[config.mk]
export PLATFORM = sky130hd
export DESIGN_NAME = rdpd_outbuf_flat
export DESIGN_NICKNAME = d
export VERILOG_FILES = /design/src/sv/assert_macros.svh /design/src/sv/rdpd_pkg.sv /design/src/sv/rdpd_kept_if.sv /design/src/sv/rdpd_outbuf.sv /design/src/flat_wrapper.sv
export SDC_FILE = /design/constraint.sdc
export NUM_CORES = 1
export LEC_CHECK = 0
export BUFFER_PORTS_ARGS = -buffer_cell sky130_fd_sc_hd__buf_2
export CORE_MARGIN = 5
export CORE_UTILIZATION = 50
export DETAILED_ROUTE_END_ITERATION = 8
export GPL_TIMING_DRIVEN = 0
export HOLD_SLACK_MARGIN = 0.12
export PLACE_DENSITY = 0.86
export RECOVER_POWER = 50
export REMOVE_ABC_BUFFERS = 1
export SLEW_MARGIN = 10
export SYNTH_ARGS = -nofsm -noshare
export SYNTH_HDL_FRONTEND = slang
export SYNTH_SLANG_ARGS = --single-unit
[constraint.sdc]
create_clock -name clk -period 4.5 [get_ports clk]
set_clock_uncertainty 0.15 [all_clocks]
set_input_delay 0.675 -clock clk [delete_from_list [all_inputs] [get_ports clk]]
set_output_delay 0.675 -clock clk [all_outputs]
set_load 0.1 [all_outputs]
[src/sv/assert_macros.svh]
// Assertion macros shared by the decimator RTL.
// No dependencies; included by files that carry concurrent assertions.
`ifndef ASSERT_MACROS_SVH
`define ASSERT_MACROS_SVH

// Generic form: explicit clock and active-low reset.
`define ASSERT_CLK_RST(label, clk, rst_n, prop, msg) \
	label: assert property (@(posedge clk) disable iff (!rst_n) prop) else $error(msg);

// House form: block clock clk, asynchronous reset arst_n.
`define ASSERT_DEF(label, prop, msg) \
	`ASSERT_CLK_RST(label, clk, arst_n, prop, msg)

`endif

[src/sv/rdpd_pkg.sv]
// Types, constants and helper functions for the radial distance point decimator.
// No dependencies; imported by the interfaces and all modules.
package rdpd_pkg;

	localparam int unsigned CoordW  = 32;
	localparam int unsigned SqW     = 2 * CoordW;
	localparam int unsigned SumW    = SqW + 2;
	localparam int unsigned ThrW    = 31;
	localparam int unsigned Thr2W   = 2 * ThrW;
	localparam int unsigned NumHeld = 3;
	localparam int unsigned AddrW   = 3;
	localparam int unsigned DataW   = 32;

	typedef logic [1:0] kind_t;
	localparam kind_t KIND_POINTS  = 2'd0;
	localparam kind_t KIND_LINE    = 2'd1;
	localparam kind_t KIND_POLYGON = 2'd2;

	typedef logic [1:0] count_t;
	localparam count_t MIN_POLYGON = 2'd3;
	localparam count_t MIN_LINE    = 2'd2;
	localparam count_t MIN_OTHER   = 2'd1;

	// Register word index, taken from paddr[2]
	localparam logic REG_DISTANCE_THRESHOLD = 1'b0;

	typedef struct packed {
		logic signed [CoordW-1:0] x;
		logic signed [CoordW-1:0] y;
		logic signed [CoordW-1:0] z;
	} point_t;

	typedef struct packed {
		point_t pt;
		logic   done;
	} result_t;

	typedef logic [2:0][SqW-1:0] sq3_t;

	// One burst of results handed to the output buffer
	typedef struct packed {
		logic                      load;
		count_t                    cnt;
		result_t [NumHeld-1:0]     ent;
	} batch_t;

	function automatic count_t min_count(kind_t kind);
		count_t m;
		unique case (kind)
			KIND_POLYGON: m = MIN_POLYGON;
			KIND_LINE:    m = MIN_LINE;
			default:      m = MIN_OTHER;
		endcase
		return m;
	endfunction

	// |a - b| of two signed coordinates; always fits in CoordW unsigned bits
	function automatic logic [CoordW-1:0] abs_diff(logic signed [CoordW-1:0] a,
		logic signed [CoordW-1:0] b);
		logic [CoordW:0] d;
		logic [CoordW:0] nd;
		d  = {a[CoordW-1], a} - {b[CoordW-1], b};
		nd = -d;
		return d[CoordW] ? nd[CoordW-1:0] : d[CoordW-1:0];
	endfunction

endpackage

[src/sv/rdpd_kept_if.sv]
// Output channel of the decimator: one kept point per transfer, valid/ready handshake.
// Depends on rdpd_pkg for the coordinate width.
interface rdpd_kept_if import rdpd_pkg::*; ();
	logic                     valid;
	logic                     ready;
	logic signed [CoordW-1:0] kept_x;
	logic signed [CoordW-1:0] kept_y;
	logic signed [CoordW-1:0] kept_z;
	logic                     part_done;

	modport source (output valid, kept_x, kept_y, kept_z, part_done, input ready);
	modport sink (input valid, kept_x, kept_y, kept_z, part_done, output ready);
endinterface

[src/sv/rdpd_outbuf.sv]
// Result buffer: holds one burst of up to three kept points and drains it in order.
// Depends on rdpd_pkg and rdpd_kept_if.
module rdpd_outbuf import rdpd_pkg::*; (
	input  logic              clk,
	input  logic              arst_n,
	input  batch_t            batch,
	output logic              free,
	rdpd_kept_if.source       kept
);

	result_t [NumHeld-1:0] ent_q;
	count_t                rem_q;
	logic                  xfer;

	assign kept.valid     = (rem_q != '0);
	assign kept.kept_x    = ent_q[0].pt.x;
	assign kept.kept_y    = ent_q[0].pt.y;
	assign kept.kept_z    = ent_q[0].pt.z;
	assign kept.part_done = ent_q[0].done;

	assign xfer = kept.valid && kept.ready;
	// a new burst may load when the buffer is empty or empties at this edge
	assign free = (rem_q == '0) || (rem_q == 2'd1 && kept.ready);

	always_ff @(posedge clk or negedge arst_n) begin
		if (!arst_n) begin
			rem_q <= '0;
		end else if (batch.load) begin
			rem_q <= batch.cnt;
		end else if (xfer) begin
			rem_q <= rem_q - 2'd1;
		end
	end

	always_ff @(posedge clk) begin
		if (batch.load) begin
			ent_q <= batch.ent;
		end else if (xfer) begin
			for (int i = 0; i < NumHeld - 1; i++) begin
				ent_q[i] <= ent_q[i+1];
			end
		end
	end

endmodule

[src/flat_wrapper.sv]
// flat-port wrapper written by rule: the top's interface ports become plain ports
module rdpd_outbuf_flat import rdpd_pkg::*;
  (clk, arst_n, batch, free, kept_valid, kept_kept_x, kept_kept_y, kept_kept_z, kept_part_done, kept_ready);
  rdpd_kept_if kept_i ();
  input  logic clk;
  input  logic arst_n;
  input  batch_t batch;
  output logic free;
  output wire logic [$bits(kept_i.valid)-1:0] kept_valid;
  output wire logic [$bits(kept_i.kept_x)-1:0] kept_kept_x;
  output wire logic [$bits(kept_i.kept_y)-1:0] kept_kept_y;
  output wire logic [$bits(kept_i.kept_z)-1:0] kept_kept_z;
  output wire logic [$bits(kept_i.part_done)-1:0] kept_part_done;
  input wire logic [$bits(kept_i.ready)-1:0] kept_ready;
  assign kept_valid = kept_i.valid;
  assign kept_kept_x = kept_i.kept_x;
  assign kept_kept_y = kept_i.kept_y;
  assign kept_kept_z = kept_i.kept_z;
  assign kept_part_done = kept_i.part_done;
  assign kept_i.ready = kept_ready;
  rdpd_outbuf u_core (.clk(clk), .arst_n(arst_n), .batch(batch), .free(free), .kept(kept_i));
endmodule
==> results of run 1 <==
## critical path, cell delays in order
cell      delay (ps)
buf_8            600
clkbuf_2        1690
mux2_2           470
## metal layers
layer / part of all wire / wire length (um)
met5: 0.0017 / 42
met4: 0.032 / 811
met3: 0.12 / 3000
met2: 0.51 / 12800
met1: 0.34 / 8600
## kinds of logic (layout without fill, tap and decap cells)
family          Yosys count  after routing  synth area share
buf+inv                 121            457            0.0707
fa+ha+maj                 2              2           0.00210
mux                     194            194             0.183
flops                   293            293             0.738
compound gates            2              2           0.00137
other cells               0              3                 0
simple gates              9              9           0.00452
## final timing paths
path | startpoint | endpoint | slack, ps
min reg2reg | u_core.ent_q[264] | u_core.ent_q[167] | 390
max | batch[293] | u_core.ent_q[132] | 1010
max reg2reg | u_core.rem_q[0] | u_core.ent_q[113] | 1810
min | batch[275] | u_core.ent_q[275] | 150
min in group asynchronous | arst_n | u_core.rem_q[0] | 320
max in group asynchronous | arst_n | u_core.rem_q[1] | 3730
## stage by stage
stage / setup slack (ps) / util / area, um^2 / TNS [ps]
5_1_grt: 846 / 0.620 / 14500 / 0
6_report: 1010 / 0.620 / 14600 / 0
3_3_place_gp: -5050 / 0.573 / 13500 / -1437400
3_5_place_dp: 1260 / 0.579 / 13600 / 0
4_1_cts: 1780 / 0.623 / 14600 / 0
2_1_floorplan: 646 / - / 11100 / 0
## registers in the layout, summed over array words and instances, names as in the netlist
signal,flops
u_core.ent_q,194
u_core.kept.kept_x,32
u_core.kept.kept_y,32
u_core.kept.kept_z,32
u_core.kept.part_done,1
u_core.rem_q,2
## power by group through the flow
stage | clock, mW | sequential, mW | combinational, mW
global placement | 0 | 3.49 | 1.37
global route | 2.75 | 3.45 | 1.43
CTS | 2.62 | 3.43 | 1.39
floorplan | 0 | 4.25 | 0.256
finish | 2.56 | 3.43 | 1.37
detailed placement | 0 | 3.48 | 1.38
## area by class of cell
class | count | area [um^2] | area share
flip-flops and latches | 293 | 8790 | 0.604
diodes | 3 | 7.51 | 0.000516
inverters | 3 | 11.3 | 0.000774
clock buffers | 33 | 741 | 0.0509
repair buffers | 401 | 2050 | 0.141
clock inverters | 20 | 277 | 0.0190
multi-input cells | 207 | 2280 | 0.157
well taps | 319 | 399 | 0.0274
## cells in the mapped netlist
| cell type | n |
|---|---|
| edfxtp_1 | 291 |
| mux2_2 | 194 |
| buf_4 | 96 |
| buf_2 | 22 |
| nand2_1 | 4 |
| inv_1 | 3 |
| dfrtp_1 | 2 |
| ha_1 | 2 |
| or4b_1 | 2 |
| nand2b_1 | 1 |
| nor2b_1 | 1 |
| o211ai_1 | 1 |
| o311ai_0 | 1 |
| or2_2 | 1 |
==> run metrics, run 1 <==
CP arrival 3600 ps; placed insts 1,222; failing checks max-capacitance violations, max-slew violations; post-synth cell types 14; Die W 164 um; IO Port Bufs 395; DR WL/cell 19.8 um; Setup Fix Bufs, Post-CTS 0; Final Cycle Share 0.776; max-cap violations 2; Max IR drop VDD 0.000470 V; WP data required 4610 ps; R2R cell count 6; grt total ovfl 0; Internal 5.26 mW; global-route wire length before repair 36,700 um; met1 usage in global routing 0.197; DRC Markers 0; post-synth top area share 0.734; Switching Share 0.286; initial antenna violation count 6; RePlAce Congestion 0.772; commonest cells after routing, fill and taps aside buf_2 (365), edfxtp_1 (291), mux2_2 (193); Min Hold Slack 155 ps; Core Area 23,500 um^2; clock power share 0.348; Cell Area, Synth 11,900 um^2; CTS Buf Count 29; CTS tree built; global-route met3 utilization 0.0723; final hold viol count 0; final net count 1,234; post-synth top area cell edfxtp_1; Fillers 1,629; post-route minimum period 3490 ps; row cnt 56; YS warnings 0; Die H 164 um; Worst-path clk slew 70 ps; Post-CTS Resized 0; DRT iter0 DRCs 421; Via density 4.91; total power 7.36 mW; Yosys reg bits 293; Area growth syn-to-layout 22.2%; vias in the first global route 6,670; Crit. End Element register; dpl hpwl 17,800 um; RSZ-0062 raised after global routing no; H-tree depth 1; CTS Root Cell clkbuf_16; Fmax achieved 286 MHz; layout cells sized above 1 0.633; Flop pwr share 0.466; status finished, violations left; PwrDens 506 nW/um^2; post-synthesis cell count 621; Slew HR -0.478; measured slew at the worst slew-check pin 2220 ps; Final Routed Wirelength 25,300 um; cts hold-fix bufs 1; die area 27,000 um^2; largest cells by area after synthesis edfxtp_1 (73%), mux2_2 (18%), buf_4 (6.1%); crit path launch type input port; ANT nets after route 0; met2 usage 0.310; fin cells 1,279; max-slew violations 176; leakage 5.76 nW; layer with the highest usage met2; register area share after synthesis 0.738; worst min-delay path class in2reg; largest net degree at the start of global routing 127; Starting Density 0.507; worst-skew pair later-pin latency 540 ps; Combinational Power Share 0.186; commonest non-fill, non-tap cell in the layout buf_2; # setup viols final 0; depth of the worst hold-timing path 1; kind of critical path in2reg; Max Buffers Root-to-Sink 3; I/O pin total 396; maximum fanout along the worst path 126; total track usage 0.177; synthesized area per cell 19.2 um^2; vias 6,282; Psw 2.11 mW; DRT Pass-1 Iters 4; Sink Count 293
(Power assumes the default switching activity.)
==> run 2, diff against run 1 <==
Settings changed: ABC_AREA set to 1, CORE_UTILIZATION 50 to 46, PLACE_DENSITY 0.86 to 0.84.
Clock period 4.5 ns to 3.2 ns, I/O delays scaled along.
==> run metrics, run 2 <==
Critical Path Slowest Stage Cell nand2_4; vias 9,764; kind of critical path in2reg; status completed; DRT Pass-1 Iters 5; crit path launch type input port; setup TNS 0 ps; final worst-path setup slack 277 ps; Slew HR 0.175; max-slew violations 0; vias in the first global route 10,500; Switching Share 0.326; commonest non-fill, non-tap cell in the layout nand2_1; H-tree depth 1; post-synth top area share 0.723; largest reg by FF count u_core.ent_q; setup slack at placement -251 ps; YS warnings 0; most frequent CP cell buf_16; cts hold-fix bufs 293; PwrDens 622 nW/um^2; Final Routed Wirelength 36,900 um; asr flop ratio synth 0.00683; leakage 7.84 nW; CP arrival 2990 ps; depth of the worst hold-timing path 3; worst min-delay path class in2reg; DR WL/cell 18.6 um; grt total ovfl 0; WP data required 3260 ps; CTS Buf Count 30; Core Area 26,000 um^2; maximum fanout along the worst path 105; DRC Markers 0; Yosys reg bits 293; worst-skew pair later-pin latency 550 ps; fin cells 1,986; Max Buffers Root-to-Sink 3; Fmax achieved 342 MHz; placed insts 1,631; RePlAce Congestion 0.816; Final Cycle Share 0.913; final hold viol count 0; dpl hpwl 18,900 um; register area share after synthesis 0.727; Crit. End Element register; R2R cell count 6; clock power share 0.308; dominant synthesized flop cell edfxtp_1; CTS Root Cell clkbuf_16; ANT nets after route 0; Combinational Power Share 0.236; die area 29,600 um^2; Flop pwr share 0.456; crit-path max cell delay 460 ps; EDFF count, synth 291; post-synthesis cell count 1,034; DRT iter0 DRCs 811; total track usage 0.236; row cnt 59; max-cap violations 0; post-synth top area cell edfxtp_1; Setup Fix Bufs, Post-CTS 0; synthesized area per cell 11.7 um^2; largest cells by area after synthesis edfxtp_1 (72%), nand2_1 (18%), buf_4 (6.3%); measured slew at the worst slew-check pin 1240 ps; Area growth syn-to-layout 44.1%; post-route minimum period 2920 ps; global-route wire length before repair 54,100 um; Via density 4.92; final net count 1,920; Cell Area, Synth 12,100 um^2; largest net degree at the start of global routing 106; initial antenna violation count 6; Max IR drop VDD 0.000626 V; top post-synthesis cells by count nand2_1 (592), edfxtp_1 (291), buf_4 (102); I/O pin total 396; # setup viols final 0; IO Port Bufs 395; most frequent cell after synthesis nand2_1; Internal 7.31 mW; RSZ-0062 raised after global routing no; Post-CTS Resized 0; commonest cells after routing, fill and taps aside nand2_1 (591), buf_2 (323), dlygate4sd3_1 (293); Worst-path clk slew 70 ps; crit path cell chain buf_8 -> buf_16 -> inv_8 -> buf_16 -> nand2_4 -> buf_16; CTS tree built; Starting Density 0.465; layout cells sized above 1 0.226; post-synth cell types 12; max FFs per register 194; Psw 3.53 mW; Sink Count 293; Die H 172 um; Die W 172 um
run 2: cell types whose count changed after synthesis, sizes merged, moves of 2 or more:
cell and change:
nand2 +588, mux2 -194, buf +17, clkbuf +4
nand3 +2, o21ai +2, or4b -2
run 2: area by class of cell:
cell class              instances  area (um^2)
flip-flops and latches        293         8790
fillers                      1732         8560
multi-input cells             598         2270
clock buffers                  41          813
clock inverters                12          106
well taps                     335          419
repair buffers                694         4980
diodes                          9         22.5
inverters                       4         22.5
run 2: final timing paths:
check	start	endpoint	slack (ps)
setup / recovery	batch[293]	u_core.ent_q[171]	280
hold / removal	batch[12]	u_core.kept.kept_z[11]	140
setup reg to reg	u_core.rem_q[0]	u_core.ent_q[171]	1030
hold reg to reg	u_core.ent_q[273]	u_core.ent_q[176]	360
max in group asynchronous	arst_n	u_core.rem_q[0]	2120
min in group asynchronous	arst_n	u_core.rem_q[1]	650
run 2: power by group through the flow:
stage,Sequential [mW],Combinational [mW],Clock (mW)
after CTS,4.91,2.54,3.37
after detailed placement,4.99,2.25,0
after floorplan,6.30,0.397,0
after global placement,5.07,2.20,0
after global routing,4.97,2.68,3.56
final,4.94,2.56,3.34
run 2: cells by family (layout without fill, tap and decap cells):
logic type	after synthesis	in the layout	synth area share
buffers and inverters	143	751	0.0859
other	0	9	0
flip-flops	293	293	0.727
AO/OA/AOI/OAI	2	2	0.000828
adder cells (fa/ha/maj)	2	2	0.00207
AND/OR/NAND/NOR	594	594	0.185
run 2: metal layers:
metal  part of all wire  track usage
met5                  0            0
met4              0.058        0.138
met3              0.084       0.0514
met2               0.53        0.435
met1               0.32        0.245
run 2: worst max-delay path: cells and delay by family:
kind | cells | cell delay [ps]
and+or+nand+nor | 1 | 460
buffers and inverters | 5 | 1800
run 2: per-stage QoR:
stage	instance area, um^2	hold WS, ps	utilization	total power, mW
4_1_cts	17500	122	0.674	10.8
2_1_floorplan	11100	34.4	-	6.70
3_3_place_gp	13500	123	0.518	7.27
3_5_place_dp	13700	127	0.526	7.24
6_report	17400	141	0.671	10.8
5_1_grt	17400	124	0.670	11.2
==> run 3, diff against run 2 <==
==> constraint.sdc (replaced) <==
create_clock -name clk -period 3.2 [get_ports clk]
set_clock_uncertainty 0.15 [all_clocks]
set_input_delay 0.16 -clock clk [delete_from_list [all_inputs] [get_ports clk]]
set_output_delay 0.16 -clock clk [all_outputs]
set_load 0.1 [all_outputs]
==> run metrics, run 3 <==
status aborted with a tool error; stopping stage clock tree synthesis; Error [ERROR RSZ-0060] Max buffer count reached.; cts hold-fix bufs 338; Synth Area in Simple Gates 0.185; setup slack at placement 68.6 ps; RePlAce Congestion 0.816; H-tree depth 1; register area share after synthesis 0.727; proportion of synthesized area in mux cells 0; Die H 172 um; main combinational cell family by area after synthesis simple AND/OR/NAND/NOR gates; post-synth top area share 0.723; dpl hpwl 18,900 um; I/O pin total 396; Post-CTS Resized 0; row cnt 59; Cell Area, Synth 12,100 um^2; post-synthesis cell count 1,034; most frequent cell after synthesis nand2_1; post-synth cell types 12; top post-synthesis cells by count nand2_1 (592), edfxtp_1 (291), buf_4 (102); Starting Density 0.465; Max Buffers Root-to-Sink 3; EDFF count, synth 291; Synth Area in Adders 0.00207; largest cells by area after synthesis edfxtp_1 (72%), nand2_1 (18%), buf_4 (6.3%); CTS Buf Count 30; post-synth top area cell edfxtp_1; synthesized area per cell 11.7 um^2; CTS Root Cell clkbuf_16; Setup Fix Bufs, Post-CTS 0; IO Port Bufs 395; asr flop ratio synth 0.00683; Compound-Gate Fraction of Synth Area 0.000828; Sink Count 293; XOR/XNOR Fraction of Synth Area 0; YS warnings 0; dominant synthesized flop cell edfxtp_1; Die W 172 um; Yosys reg bits 293
## run 3: cells by family after synthesis
group / after synthesis
buf+inv: 143
fa+ha+maj: 2
compound gates: 2
simple gates: 594
flops: 293
## run 3: per-stage QoR
step / setup TNS, ps / hold slack (ps) / utilization / cells / cell area, um^2
3_5_place_dp: 0 / -193 / 0.526 / 1631 / 13700
3_3_place_gp: -3314180 / -197 / 0.518 / 1625 / 13500
2_1_floorplan: -641150 / -286 / - / 895 / 11100
==> run 4, diff against run 3 <==
Settings changed: CORE_UTILIZATION 46 to 35, HOLD_SLACK_MARGIN 0.12 to unset, PLACE_DENSITY 0.84 to unset, PLACE_DENSITY_LB_ADDON set to 0.15.
Clock period 3.2 ns to 4.15 ns, I/O delays scaled along.
==> run metrics, run 4 (same netlist as run 2, synthesis figures left out) <==
Max Buffers Root-to-Sink 3; worst-skew pair later-pin latency 490 ps; ANT nets after route 0; CP arrival 3510 ps; RePlAce Congestion 0.748; I/O pin total 396; Slew HR -0.787; Min Hold Slack 271 ps; layout cells sized above 1 0.206; Bufs and invs on worst path 3; measured slew at the worst slew-check pin 2680 ps; max-cap violations 1; dpl hpwl 18,300 um; DRT iter0 DRCs 427; total power 8.46 mW; DRT Pass-1 Iters 6; CTS tree built; most frequent CP cell nand2_1; final worst-path setup slack 836 ps; max FFs per register 194; vias 8,907; Starting Density 0.353; largest reg by FF count u_core.ent_q; WP data required 4350 ps; Crit. End Element register; setup slack at placement 1240 ps; Area growth syn-to-layout 46.0%; row cnt 68; depth of the worst hold-timing path 2; commonest non-fill, non-tap cell in the layout nand2_1; n_diodes 0; CTS Root Cell clkbuf_16; Sink Count 293; failing checks max-capacitance violations, max-slew violations; crit path cell chain dlygate4sd3_1 -> buf_8 -> clkbuf_2 -> nand2_1 -> nand2_1; grt total ovfl 0; Die H 196 um; Critical Path Slowest Stage Cell clkbuf_2; Final Cycle Share 0.799; leakage 7.81 nW; DR WL/cell 14.7 um; Final Cell Area 17,700 um^2; critical path's top delay family buffers and inverters; Final Routed Wirelength 30,900 um; Cell Area, Placed 13,800 um^2; post-route minimum period 3310 ps; IO Port Bufs 395; Max IR drop VDD 0.000342 V; initial antenna violation count 0; Die W 196 um; Fmax achieved 302 MHz; Worst-path clk slew 60 ps; DRC Markers 0; Post-CTS Resized 0; Via density 4.22; kind of critical path in2reg; placed insts 1,751; max-slew violations 124; RSZ-0062 raised after global routing no; crit path launch type input port; final hold viol count 0; largest net degree at the start of global routing 128; PwrDens 479 nW/um^2; status finished, violations left; commonest cells after routing, fill and taps aside nand2_1 (591), dlygate4sd3_1 (298), edfxtp_1 (291); H-tree depth 2; total track usage 0.155; R2R cell count 9; maximum fanout along the worst path 123; die area 38,400 um^2; global-route wire length before repair 48,800 um; CTS Buf Count 35; # setup viols final 0; vias in the first global route 9,435; Core Area 34,300 um^2; fin cells 2,109; worst min-delay path class in2reg; crit-path max cell delay 1810 ps; final net count 1,930; Levels on crit path 5
==> run 4: layout make-up <==
| type | count | area (um^2) |
|---|---|---|
| fill | 3045 | 16600 |
| clock buffer | 45 | 956 |
| tap | 455 | 569 |
| sequential | 293 | 8790 |
| timing repair buffer | 699 | 4980 |
| multi-input combinational | 598 | 2270 |
| inverter | 4 | 22.5 |
| clock inverter | 15 | 63.8 |
==> run 4: timing repair <==
item	4_1_cts	5_1_grt
setup buffers	0	0
hold endpoints to repair	312	0
hold buffers	298	0
==> run 4: through the flow <==
stage,TNS (ps),utilization
global route,0,0.515
floorplan,-464170,-
finish,0,0.515
CTS,0,0.519
global placement,-3405160,0.397
detailed placement,0,0.403
==> run 4: path summary, 6_finish.rpt <==
check	startpoint	endpoint	slack (ps)
hold / removal	batch[288]	u_core.ent_q[288]	270
max in group asynchronous	arst_n	u_core.rem_q[1]	3290
hold reg to reg	u_core.ent_q[206]	u_core.ent_q[109]	350
min in group asynchronous	arst_n	u_core.rem_q[0]	430
setup reg to reg	u_core.rem_q[0]	u_core.rem_q[0]	1720
setup / recovery	batch[293]	u_core.ent_q[133]	840
==> run 4: routing by layer <==
layer,GRT usage,up-vias,share of wire
met3,0.0349,67,0.059
met5,0,-,0
li1,-,4491,-
met2,0.276,266,0.51
met1,0.183,4083,0.39
met4,0.0551,0,0.034
==> run 4: power breakdown <==
| group | switching (mW) | internal [mW] | total, mW |
|---|---|---|---|
| Clock | 1.13 | 1.61 | 2.75 |
| Sequential | 0.0923 | 3.69 | 3.78 |
| Combinational | 1.47 | 0.455 | 1.93 |
